### src/rtl/core/tmc_pkg.sv
// Shared constants, types and helpers of the touch median calibrate block.
package tmc_pkg;

  localparam int SAMPLES_PER_AXIS = 5;
  localparam int CNT_W    = $clog2(SAMPLES_PER_AXIS + 1);
  localparam int IDX_W    = (SAMPLES_PER_AXIS > 1) ? $clog2(SAMPLES_PER_AXIS) : 1;
  localparam int MED_RANK = SAMPLES_PER_AXIS / 2;

  localparam int RAW_W    = 16;
  localparam int POS_W    = 12;
  localparam int SIZE_W   = POS_W + 1;
  localparam int ORIENT_W = 3;
  localparam int PROD_W   = RAW_W + POS_W;
  localparam int STEP_W   = $clog2(POS_W + 1);

  localparam int CMDQ_DEPTH = 2;
  localparam int CMDQ_PTR_W = $clog2(CMDQ_DEPTH);
  localparam int CMDQ_CNT_W = $clog2(CMDQ_DEPTH + 1);

  localparam int CFG_IDX_W  = 3;
  localparam int CFG_DATA_W = 16;

  localparam logic FUNC_PROBE  = 1'b0;
  localparam logic FUNC_SAMPLE = 1'b1;

  // Bit positions in the orientation register
  localparam int ORIENT_SWAP  = 0;
  localparam int ORIENT_INV_X = 1;
  localparam int ORIENT_INV_Y = 2;

  typedef enum logic [CFG_IDX_W-1:0] {
    REG_CAL_X_MIN   = 3'd0,
    REG_CAL_X_MAX   = 3'd1,
    REG_CAL_Y_MIN   = 3'd2,
    REG_CAL_Y_MAX   = 3'd3,
    REG_SCREEN_W    = 3'd4,
    REG_SCREEN_H    = 3'd5,
    REG_ORIENTATION = 3'd6
  } cfg_reg_t;

  typedef struct packed {
    logic [RAW_W-1:0]    cal_x_min;
    logic [RAW_W-1:0]    cal_x_max;
    logic [RAW_W-1:0]    cal_y_min;
    logic [RAW_W-1:0]    cal_y_max;
    logic [SIZE_W-1:0]   screen_width;
    logic [SIZE_W-1:0]   screen_height;
    logic [ORIENT_W-1:0] orientation;
  } cfg_t;

  // Command from the front end: ok means a confirmed touch with both medians
  typedef struct packed {
    logic             ok;
    logic [RAW_W-1:0] med_x;
    logic [RAW_W-1:0] med_y;
  } cmd_t;

  // Largest screen coordinate: size clamped to 1..4096, minus one
  function automatic logic [POS_W-1:0] span_of(input logic [SIZE_W-1:0] size);
    logic [SIZE_W-1:0] m1;
    begin
      m1 = size - 1'b1;
      if (size == '0) begin
        span_of = '0;
      end else if (size[SIZE_W-1]) begin
        span_of = '1;
      end else begin
        span_of = m1[POS_W-1:0];
      end
    end
  endfunction

endpackage

### src/rtl/core/touch_median_calibrate.sv
// Top level: configuration registers, front end, command queue and back end.
// The last sample of an axis raises full while its median is registered. A failed
// read's probe queues a command that the back end writes with valid_res low.
// A confirmed read takes its command, then per axis a setup, a multiply, 12 divide
// steps (none when the axis clamps) and a finish, then a write.
// Synchronous active-high reset: idle, queues empty, calibration at defaults.
module touch_median_calibrate
  import tmc_pkg::*;
(
  input  logic                  clk,
  input  logic                  rst,
  // input word
  input  logic                  push,
  output logic                  full,
  input  logic                  func,
  input  logic [RAW_W-1:0]      sample,
  input  logic                  pressed,
  // result word
  output logic                  empty,
  input  logic                  pop,
  output logic                  valid_res,
  output logic [RAW_W-1:0]      raw_x,
  output logic [RAW_W-1:0]      raw_y,
  output logic [POS_W-1:0]      x_pos,
  output logic [POS_W-1:0]      y_pos,
  // configuration write
  input  logic                  cfg_valid,
  output logic                  cfg_ready,
  input  logic [CFG_IDX_W-1:0]  cfg_index,
  input  logic [CFG_DATA_W-1:0] cfg_data
);

  cfg_t cfg;
  logic cmd_push;
  cmd_t cmd_in;
  logic cmd_full;
  logic cmd_pop;
  cmd_t cmd_out;
  logic cmd_empty;

  // Take configuration words at any time; the user must write only while idle, the block does not enforce it
  assign cfg_ready = 1'b1;

  always_ff @(posedge clk) begin
    if (rst) begin
      cfg.cal_x_min     <= '0;
      cfg.cal_x_max     <= '1;
      cfg.cal_y_min     <= '0;
      cfg.cal_y_max     <= '1;
      cfg.screen_width  <= SIZE_W'(320);
      cfg.screen_height <= SIZE_W'(240);
      cfg.orientation   <= '0;
    end else if (cfg_valid) begin
      unique case (cfg_index)
        REG_CAL_X_MIN:   cfg.cal_x_min     <= cfg_data;
        REG_CAL_X_MAX:   cfg.cal_x_max     <= cfg_data;
        REG_CAL_Y_MIN:   cfg.cal_y_min     <= cfg_data;
        REG_CAL_Y_MAX:   cfg.cal_y_max     <= cfg_data;
        REG_SCREEN_W:    cfg.screen_width  <= cfg_data[SIZE_W-1:0];
        REG_SCREEN_H:    cfg.screen_height <= cfg_data[SIZE_W-1:0];
        REG_ORIENTATION: cfg.orientation   <= cfg_data[ORIENT_W-1:0];
        default: begin
          // drop writes to unmapped indexes
        end
      endcase
    end
  end

  // Front end: sequence the read, hold samples, pick medians, issue commands
  tmc_front u_front (
    .clk      (clk),
    .rst      (rst),
    .push     (push),
    .func     (func),
    .sample   (sample),
    .pressed  (pressed),
    .full     (full),
    .cmd_push (cmd_push),
    .cmd_word (cmd_in),
    .cmd_full (cmd_full)
  );

  // Hold commands so the front can keep taking words while the divider runs
  tmc_cmdq u_cmdq (
    .clk     (clk),
    .rst     (rst),
    .wr      (cmd_push),
    .wr_word (cmd_in),
    .full    (cmd_full),
    .rd      (cmd_pop),
    .rd_word (cmd_out),
    .empty   (cmd_empty)
  );

  // Back end: calibrate both axes and hold the result word until popped
  tmc_back u_back (
    .clk       (clk),
    .rst       (rst),
    .cfg       (cfg),
    .cmd_empty (cmd_empty),
    .cmd_word  (cmd_out),
    .cmd_pop   (cmd_pop),
    .empty     (empty),
    .pop       (pop),
    .valid_res (valid_res),
    .raw_x     (raw_x),
    .raw_y     (raw_y),
    .x_pos     (x_pos),
    .y_pos     (y_pos)
  );

endmodule

### src/rtl/core/tmc_cmdq.sv
// Short command queue between the front end and the calibration back end.
module tmc_cmdq
  import tmc_pkg::*;
(
  input  logic clk,
  input  logic rst,
  input  logic wr,
  input  cmd_t wr_word,
  output logic full,
  input  logic rd,
  output cmd_t rd_word,
  output logic empty
);

  cmd_t                  entries [CMDQ_DEPTH];
  logic [CMDQ_PTR_W-1:0] wp;
  logic [CMDQ_PTR_W-1:0] rp;
  logic [CMDQ_CNT_W-1:0] count;
  logic                  do_wr;
  logic                  do_rd;

  assign full    = (count == CMDQ_CNT_W'(CMDQ_DEPTH));
  assign empty   = (count == '0);
  assign do_wr   = wr & ~full;
  assign do_rd   = rd & ~empty;
  assign rd_word = entries[rp];

  always_ff @(posedge clk) begin
    if (rst) begin
      wp    <= '0;
      rp    <= '0;
      count <= '0;
    end else begin
      if (do_wr) begin
        wp <= (wp == CMDQ_PTR_W'(CMDQ_DEPTH - 1)) ? '0 : wp + 1'b1;
      end
      if (do_rd) begin
        rp <= (rp == CMDQ_PTR_W'(CMDQ_DEPTH - 1)) ? '0 : rp + 1'b1;
      end
      if (do_wr && !do_rd) begin
        count <= count + 1'b1;
      end else if (do_rd && !do_wr) begin
        count <= count - 1'b1;
      end
    end
  end

  always_ff @(posedge clk) begin
    if (do_wr) begin
      entries[wp] <= wr_word;
    end
  end

endmodule

### src/rtl/core/tmc_front.sv
// Front end: read sequencing, sample store, median select and command issue.
module tmc_front
  import tmc_pkg::*;
(
  input  logic             clk,
  input  logic             rst,
  input  logic             push,
  input  logic             func,
  input  logic [RAW_W-1:0] sample,
  input  logic             pressed,
  output logic             full,
  output logic             cmd_push,
  output cmd_t             cmd_word,
  input  logic             cmd_full
);

  typedef enum logic [1:0] {
    PH_IDLE,
    PH_SAMP_X,
    PH_SAMP_Y,
    PH_CONFIRM
  } phase_t;

  phase_t           phase;
  logic [CNT_W-1:0] cnt;
  logic             med_pending;
  logic             med_is_y;
  logic [RAW_W-1:0] store [SAMPLES_PER_AXIS];
  logic [RAW_W-1:0] median_x;
  logic [RAW_W-1:0] median_y;
  logic [RAW_W-1:0] med_val;
  logic [CNT_W-1:0] rank;
  logic             acc;
  logic             sampling;

  assign full     = med_pending | cmd_full;
  assign acc      = push & ~full;
  assign sampling = (phase == PH_SAMP_X) || (phase == PH_SAMP_Y);

  // Every probe that does not open a read yields a result
  assign cmd_push       = acc && (func == FUNC_PROBE) && !((phase == PH_IDLE) && pressed);
  assign cmd_word.ok    = (phase == PH_CONFIRM) && pressed;
  assign cmd_word.med_x = median_x;
  assign cmd_word.med_y = median_y;

  // Rank each sample, ties broken by position; the middle rank is the median
  always_comb begin
    med_val = '0;
    rank    = '0;
    for (int i = 0; i < SAMPLES_PER_AXIS; i++) begin
      rank = '0;
      for (int j = 0; j < SAMPLES_PER_AXIS; j++) begin
        if ((j != i) && ((store[j] < store[i]) || ((store[j] == store[i]) && (j < i)))) begin
          rank = rank + 1'b1;
        end
      end
      if (rank == CNT_W'(MED_RANK)) begin
        med_val = med_val | store[i];
      end
    end
  end

  always_ff @(posedge clk) begin
    if (rst) begin
      phase       <= PH_IDLE;
      cnt         <= '0;
      med_pending <= 1'b0;
      med_is_y    <= 1'b0;
    end else begin
      med_pending <= acc && (func == FUNC_SAMPLE) && sampling &&
                     (cnt == CNT_W'(SAMPLES_PER_AXIS - 1));
      if (acc) begin
        if (func == FUNC_PROBE) begin
          cnt <= '0;
          if ((phase == PH_IDLE) && pressed) begin
            phase <= PH_SAMP_X;
          end else begin
            phase <= PH_IDLE;
          end
        end else if (sampling) begin
          if (cnt == CNT_W'(SAMPLES_PER_AXIS - 1)) begin
            cnt         <= '0;
            med_is_y    <= (phase == PH_SAMP_Y);
            phase       <= (phase == PH_SAMP_X) ? PH_SAMP_Y : PH_CONFIRM;
          end else begin
            cnt <= cnt + 1'b1;
          end
        end
      end
    end
  end

  always_ff @(posedge clk) begin
    if (acc && (func == FUNC_SAMPLE) && sampling) begin
      store[cnt[IDX_W-1:0]] <= sample;
    end
    if (med_pending) begin
      if (med_is_y) begin
        median_y <= med_val;
      end else begin
        median_x <= med_val;
      end
    end
  end

endmodule

### src/rtl/core/tmc_back.sv
// Back end: clamp, scale through a shared serial divider, invert, result register.
module tmc_back
  import tmc_pkg::*;
(
  input  logic             clk,
  input  logic             rst,
  input  cfg_t             cfg,
  input  logic             cmd_empty,
  input  cmd_t             cmd_word,
  output logic             cmd_pop,
  output logic             empty,
  input  logic             pop,
  output logic             valid_res,
  output logic [RAW_W-1:0] raw_x,
  output logic [RAW_W-1:0] raw_y,
  output logic [POS_W-1:0] x_pos,
  output logic [POS_W-1:0] y_pos
);

  typedef enum logic [2:0] {
    ST_IDLE,
    ST_SETUP,
    ST_MUL,
    ST_DIV,
    ST_FIN,
    ST_WRITE
  } state_t;

  state_t            state;
  logic              axis;
  logic [STEP_W-1:0] steps;
  logic              ok;
  logic [RAW_W-1:0]  med_x;
  logic [RAW_W-1:0]  med_y;
  logic [RAW_W-1:0]  diff;
  logic [RAW_W-1:0]  den;
  logic [POS_W-1:0]  span;
  logic              fixed;
  logic [POS_W-1:0]  fixed_val;
  logic              inv;
  logic [RAW_W-1:0]  rem;
  logic [POS_W-1:0]  quo;
  logic [POS_W-1:0]  xp;
  logic [POS_W-1:0]  yp;
  logic              out_valid;

  logic [RAW_W-1:0]  raw_sel;
  logic [RAW_W-1:0]  lo_sel;
  logic [RAW_W-1:0]  hi_sel;
  logic [SIZE_W-1:0] size_sel;
  logic              inv_sel;
  logic [POS_W-1:0]  span_sel;
  logic [PROD_W-1:0] prod;
  logic [RAW_W:0]    shifted;
  logic              ge;
  logic [RAW_W:0]    sub;
  logic [POS_W-1:0]  t;

  assign cmd_pop = (state == ST_IDLE) && !cmd_empty;
  assign empty   = ~out_valid;

  // Axis 0 feeds the column, axis 1 the row; swap exchanges the medians
  always_comb begin
    raw_sel  = (axis ^ cfg.orientation[ORIENT_SWAP]) ? med_y : med_x;
    lo_sel   = axis ? cfg.cal_y_min : cfg.cal_x_min;
    hi_sel   = axis ? cfg.cal_y_max : cfg.cal_x_max;
    size_sel = axis ? cfg.screen_height : cfg.screen_width;
    inv_sel  = axis ? cfg.orientation[ORIENT_INV_Y] : cfg.orientation[ORIENT_INV_X];
    span_sel = span_of(size_sel);
  end

  assign prod    = PROD_W'(diff) * PROD_W'(span);
  assign shifted = {rem, quo[POS_W-1]};
  assign ge      = (shifted >= {1'b0, den});
  assign sub     = shifted - {1'b0, den};

  always_comb begin
    t = fixed ? fixed_val : quo;
    if (inv) begin
      t = span - t;
    end
  end

  always_ff @(posedge clk) begin
    if (rst) begin
      state     <= ST_IDLE;
      out_valid <= 1'b0;
      axis      <= 1'b0;
      steps     <= '0;
    end else begin
      if (pop && out_valid) begin
        out_valid <= 1'b0;
      end
      unique case (state)
        ST_IDLE: begin
          if (!cmd_empty) begin
            ok    <= cmd_word.ok;
            med_x <= cmd_word.med_x;
            med_y <= cmd_word.med_y;
            axis  <= 1'b0;
            state <= cmd_word.ok ? ST_SETUP : ST_WRITE;
          end
        end
        ST_SETUP: begin
          span      <= span_sel;
          inv       <= inv_sel;
          diff      <= raw_sel - lo_sel;
          den       <= hi_sel - lo_sel;
          fixed     <= (raw_sel <= lo_sel) || (raw_sel >= hi_sel);
          fixed_val <= (raw_sel <= lo_sel) ? '0 : span_sel;
          state     <= ST_MUL;
        end
        ST_MUL: begin
          // Quotient stays below 2^POS_W, so the upper bits start as remainder
          rem   <= prod[PROD_W-1:POS_W];
          quo   <= prod[POS_W-1:0];
          steps <= STEP_W'(POS_W);
          state <= fixed ? ST_FIN : ST_DIV;
        end
        ST_DIV: begin
          rem   <= ge ? sub[RAW_W-1:0] : shifted[RAW_W-1:0];
          quo   <= {quo[POS_W-2:0], ge};
          steps <= steps - 1'b1;
          if (steps == STEP_W'(1)) begin
            state <= ST_FIN;
          end
        end
        ST_FIN: begin
          if (axis) begin
            yp    <= t;
            state <= ST_WRITE;
          end else begin
            xp    <= t;
            axis  <= 1'b1;
            state <= ST_SETUP;
          end
        end
        ST_WRITE: begin
          if (!out_valid) begin
            out_valid <= 1'b1;
            valid_res <= ok;
            raw_x     <= ok ? med_x : '0;
            raw_y     <= ok ? med_y : '0;
            x_pos     <= ok ? xp : '0;
            y_pos     <= ok ? yp : '0;
            state     <= ST_IDLE;
          end
        end
        default: begin
          state <= ST_IDLE;
        end
      endcase
    end
  end

endmodule
### config.mk
export PLATFORM = sky130hd
export DESIGN_NAME = touch_median_calibrate
export DESIGN_NICKNAME = d
export VERILOG_FILES = /design/src/rtl/core/tmc_pkg.sv /design/src/rtl/core/touch_median_calibrate.sv /design/src/rtl/core/tmc_cmdq.sv /design/src/rtl/core/tmc_front.sv /design/src/rtl/core/tmc_back.sv
export SDC_FILE = /design/constraint.sdc
export NUM_CORES = 1
export LEC_CHECK = 0
export CORE_MARGIN = 2
export CORE_UTILIZATION = 57
export DETAILED_ROUTE_END_ITERATION = 6
export DONT_BUFFER_PORTS = 1
export HOLD_SLACK_MARGIN = 0.06
export PLACE_DENSITY = 0.75
export SETUP_SLACK_MARGIN = 0.5
export SLEW_MARGIN = 20
export SYNTH_ARGS = -nofsm -noshare
export SYNTH_HDL_FRONTEND = slang
export SYNTH_HIERARCHICAL = 1
export SYNTH_SLANG_ARGS = --single-unit
### constraint.sdc
create_clock -name clk -period 6 [get_ports clk]
set_input_delay 1.5 -clock clk [delete_from_list [all_inputs] [get_ports clk]]
set_output_delay 1.5 -clock clk [all_outputs]
set_load 0.03 [all_outputs]
==> metrics <==
share of flip-flops with an asynchronous set or reset after synthesis=0; Mean Syn Cell Area=between 10 and 15 um^2; Core Footprint=0.0564 mm^2; clock slew at the register clock pins of the worst setup and hold paths=~60 ps; cell with the most instances after synthesis=sky130_fd_sc_hd__edfxtp_1; max_slew headroom=0.306; grt met2 use=0.475; number of buffers added to fix hold violations after cts=0; pin count of the biggest net entering global routing=between 100 and 150; data required time of the critical path=~6400 ps; startpoint class of the critical path=flop; setup slack after layout=380 ps; Die Ht=243 um; via count of the routed design=around 23,000; fraction of layout instances using a drive strength above 1=0.130; Setup CP Type=reg -> reg; unrepaired setup endpoints after global routing=true; EDFF count, synth=between 300 and 400; total buffers and inverters traversed by the critical path=6; TritonCTS clock tree=built; wire length of the first global-routing pass=128 mm; number of synthesized register bits=492; DRC violation total after the first TritonRoute iteration=around 1,600; Data arrival, critical path=between 5000 and 6000 ps; final-stage net count=approximately 3,600; number of antenna violations at the first check in global routing=0; delay contributed by the slowest stage of the critical path=550 ps; Die X=around 240 um; clock tree root buffer cell=sky130_fd_sc_hd__clkbuf_16; run status=finished, final reports clean; clock buffer count from CTS=51; area of the mapped netlist=roughly 0.032 mm^2; part of the cycle the worst path needs=0.937; floorplan die area=between 0.05 and 0.06 mm^2; Worst Tran Pin Value=1040 ps; final antenna-violating net count=0; net count after synthesis=between 3,000 and 4,000; worst setup timing slack at the placement stage=~8.7 ps; number of H-tree levels=2; critical path capture point type=flop; Unique masters post-synth=87; remaining routing DRC violations=0; Synth-to-Final Area Change=11.6%; clk sink count=about 490; initial core utilization=0.576; total of endpoints with negative setup slack in the final report=0; fraction of the core area covered by cells at the end of the flow=0.643; total count of max-transition violations in the final report=0; average detailed-routed wire length per instance=about 21 um; worst skew pair latency=between 600 and 700 ps; final critical delay including setup and external delays=5620 ps; count of pins on the block boundary=~100; Rows=just under 90; share of the synthesized area in the top cell type=0.349; Global Route Usage Sum=0.280; final hold violations=0; maximum buffer depth of the clock tree=3; gr ovfl total=0; dominant cells by area after synthesis=sky130_fd_sc_hd__edfxtp_1, sky130_fd_sc_hd__ha_1, sky130_fd_sc_hd__fa_1; post-route setup TNS=0 ps; top flip-flop cell by instance count after synthesis=sky130_fd_sc_hd__edfxtp_1; worst-path fanout max=6; met1 usage=0.349; warning count from the yosys run=6; number of standard cells after synthesis=roughly 3,000; vias in the first global route=approximately 23,000; PortBufs=0; busiest layer in global routing=met2; global-route met3 utilization=0.0352; register area share after synthesis=0.420; category of cells accounting for the largest share of critical-path delay=adder cells; first-pass iteration count of the detailed router=5; final weighted congestion of routability-driven global placement=between 0.9 and 1; max-cap violation count=0; post-synthesis cell type with the largest combined area=sky130_fd_sc_hd__edfxtp_1; Max Clock Skew=approximately 27 ps; ordered list of cells on the worst path=buf_6 > buf_4 > and2_1 > ha_1 > ha_4 > inv_2 > fa_1 > inv_2 > fa_1 > inv_1 > fa_1 > inv_2 > ha_4 > a2111oi_4 > o21ai_2 > a41o_4 > a31oi_4 > o31ai_4 > o41a_1 > o41ai_2 > xnor2_1 > o21ai_1; most used standard cells in the synthesized netlist=sky130_fd_sc_hd__edfxtp_1, sky130_fd_sc_hd__inv_1, sky130_fd_sc_hd__ha_1; achievable clock frequency=between 150 and 200 MHz; Hold Crit Class=reg -> reg; total inserted antenna cells=0; master of the slowest instance on the critical path=sky130_fd_sc_hd__fa_1; overall routed net length=~83 mm; final HPWL from detailed placement=63.8 mm; number of vias per cell after detailed routing=approximately 5.8
through the flow:
step | cell area (um^2) | cells | hold slack [ps]
after floorplan | 32700 | 2981 | 421
after global placement | 33600 | 3688 | 424
after detailed placement | 33600 | 3688 | 430
after CTS | 35900 | 3838 | 432
after global routing | 36300 | 3862 | 449
final | 36300 | 3862 | 428
worst reg2reg max path, stage by stage, from the launching register on:
cell and delay (ps):
sky130_fd_sc_hd__edfxtp_1 510, sky130_fd_sc_hd__buf_6 170, sky130_fd_sc_hd__buf_4 140, sky130_fd_sc_hd__and2_1 140, sky130_fd_sc_hd__ha_1 360, sky130_fd_sc_hd__ha_4 280, sky130_fd_sc_hd__inv_2 30, sky130_fd_sc_hd__fa_1 550
sky130_fd_sc_hd__inv_2 40, sky130_fd_sc_hd__fa_1 470, sky130_fd_sc_hd__inv_1 50, sky130_fd_sc_hd__fa_1 500, sky130_fd_sc_hd__inv_2 60, sky130_fd_sc_hd__ha_4 230, sky130_fd_sc_hd__a2111oi_4 310, sky130_fd_sc_hd__o21ai_2 110
sky130_fd_sc_hd__a41o_4 240, sky130_fd_sc_hd__a31oi_4 200, sky130_fd_sc_hd__o31ai_4 90, sky130_fd_sc_hd__o41a_1 350, sky130_fd_sc_hd__o41ai_2 280, sky130_fd_sc_hd__xnor2_1 160, sky130_fd_sc_hd__o21ai_1 80
worst paths after layout:
kind | end | from | cells after the start | slack (ps)
setup / recovery | u_back/rem[15] | u_back/span[9] | 22 | 380
hold / removal | u_cmdq/entries[0][16] | u_front/median_x[0] | 0 | 430
setup reg to reg | u_back/rem[15] | u_back/span[9] | 22 | 380
hold reg to reg | u_cmdq/entries[0][16] | u_front/median_x[0] | 0 | 430
layout make-up:
cell class / count / area [um^2]
Fill cell: 4385 / 20100
Multi-Input combinational cell: 2059 / 17700
Sequential cell: 492 / 13600
Clock buffer: 63 / 1370
Inverter: 329 / 1240
Timing Repair Buffer: 134 / 1100
Tap cell: 756 / 946
Clock inverter: 29 / 250
flip-flops by register name, indices dropped and copies added, names as in the netlist, 16 cells and up, named ones only:
register	count
cfg	93
u_front/store	80
u_cmdq/entries	66
u_back/den	16
u_back/diff	16
u_back/med_x	16
u_back/med_y	16
u_back/raw_x	16
u_back/raw_y	16
u_back/rem	16
u_front/median_x	16
u_front/median_y	16
kinds of logic (layout without fill, tap and decap cells):
group                      count (synthesis)  count (layout)  share of synthesized area
adders and majority gates                467             467                      0.213
and+or+nand+nor                          832             832                      0.129
muxes                                    210             210                     0.0668
other                                      1               1                   0.000115
xor gates and xnor gates                  81              81                     0.0218
AOI/OAI and AO/OA                        468             468                     0.0980
buffers and inverters                    430             555                     0.0514
DFF                                      492             492                      0.420
what timing repair did:
action                                  in CTS  in global routing
resized for setup                           42                 66
endpoints found under the setup margin      11                 12
pin swaps                                   57                 40
buffers inserted                            58                 23
per-layer routing:
layer  share of wire  vias to the layer above  wire length, um
li1                -                    10600                -
met1            0.41                    11000            34000
met2            0.48                      699            39900
met3           0.049                      222             4020
met4           0.059                        0             4920
met5               0                        -                0
cells in the final DEF, fill, tap and decap left out, types with 26 or more instances in the layout:
cell type | Yosys | routed
sky130_fd_sc_hd__nand4_1 | 34 | 34
sky130_fd_sc_hd__dfxtp_1 | 114 | 113
sky130_fd_sc_hd__nand2_1 | 225 | 216
sky130_fd_sc_hd__buf_4 | 3 | 109
sky130_fd_sc_hd__xor2_1 | 28 | 28
sky130_fd_sc_hd__nand2b_1 | 87 | 87
sky130_fd_sc_hd__nor2b_1 | 30 | 30
sky130_fd_sc_hd__nor3_1 | 31 | 26
sky130_fd_sc_hd__fa_1 | 144 | 134
sky130_fd_sc_hd__a21o_1 | 42 | 42
sky130_fd_sc_hd__ha_1 | 323 | 307
sky130_fd_sc_hd__a221o_1 | 27 | 27
sky130_fd_sc_hd__o21a_1 | 38 | 38
sky130_fd_sc_hd__clkbuf_16 | 0 | 51
sky130_fd_sc_hd__edfxtp_1 | 378 | 378
sky130_fd_sc_hd__nand3_1 | 34 | 34
sky130_fd_sc_hd__and2_1 | 133 | 130
sky130_fd_sc_hd__nor2_1 | 180 | 174
sky130_fd_sc_hd__xnor2_1 | 53 | 49
sky130_fd_sc_hd__o21ai_0 | 73 | 69
sky130_fd_sc_hd__inv_1 | 329 | 310
sky130_fd_sc_hd__mux2_2 | 54 | 54
sky130_fd_sc_hd__a21oi_1 | 152 | 143
sky130_fd_sc_hd__mux2i_1 | 156 | 156
Power is not shown: default switching activity piles up to over one toggle a cycle in this logic, so the estimate is an artifact.
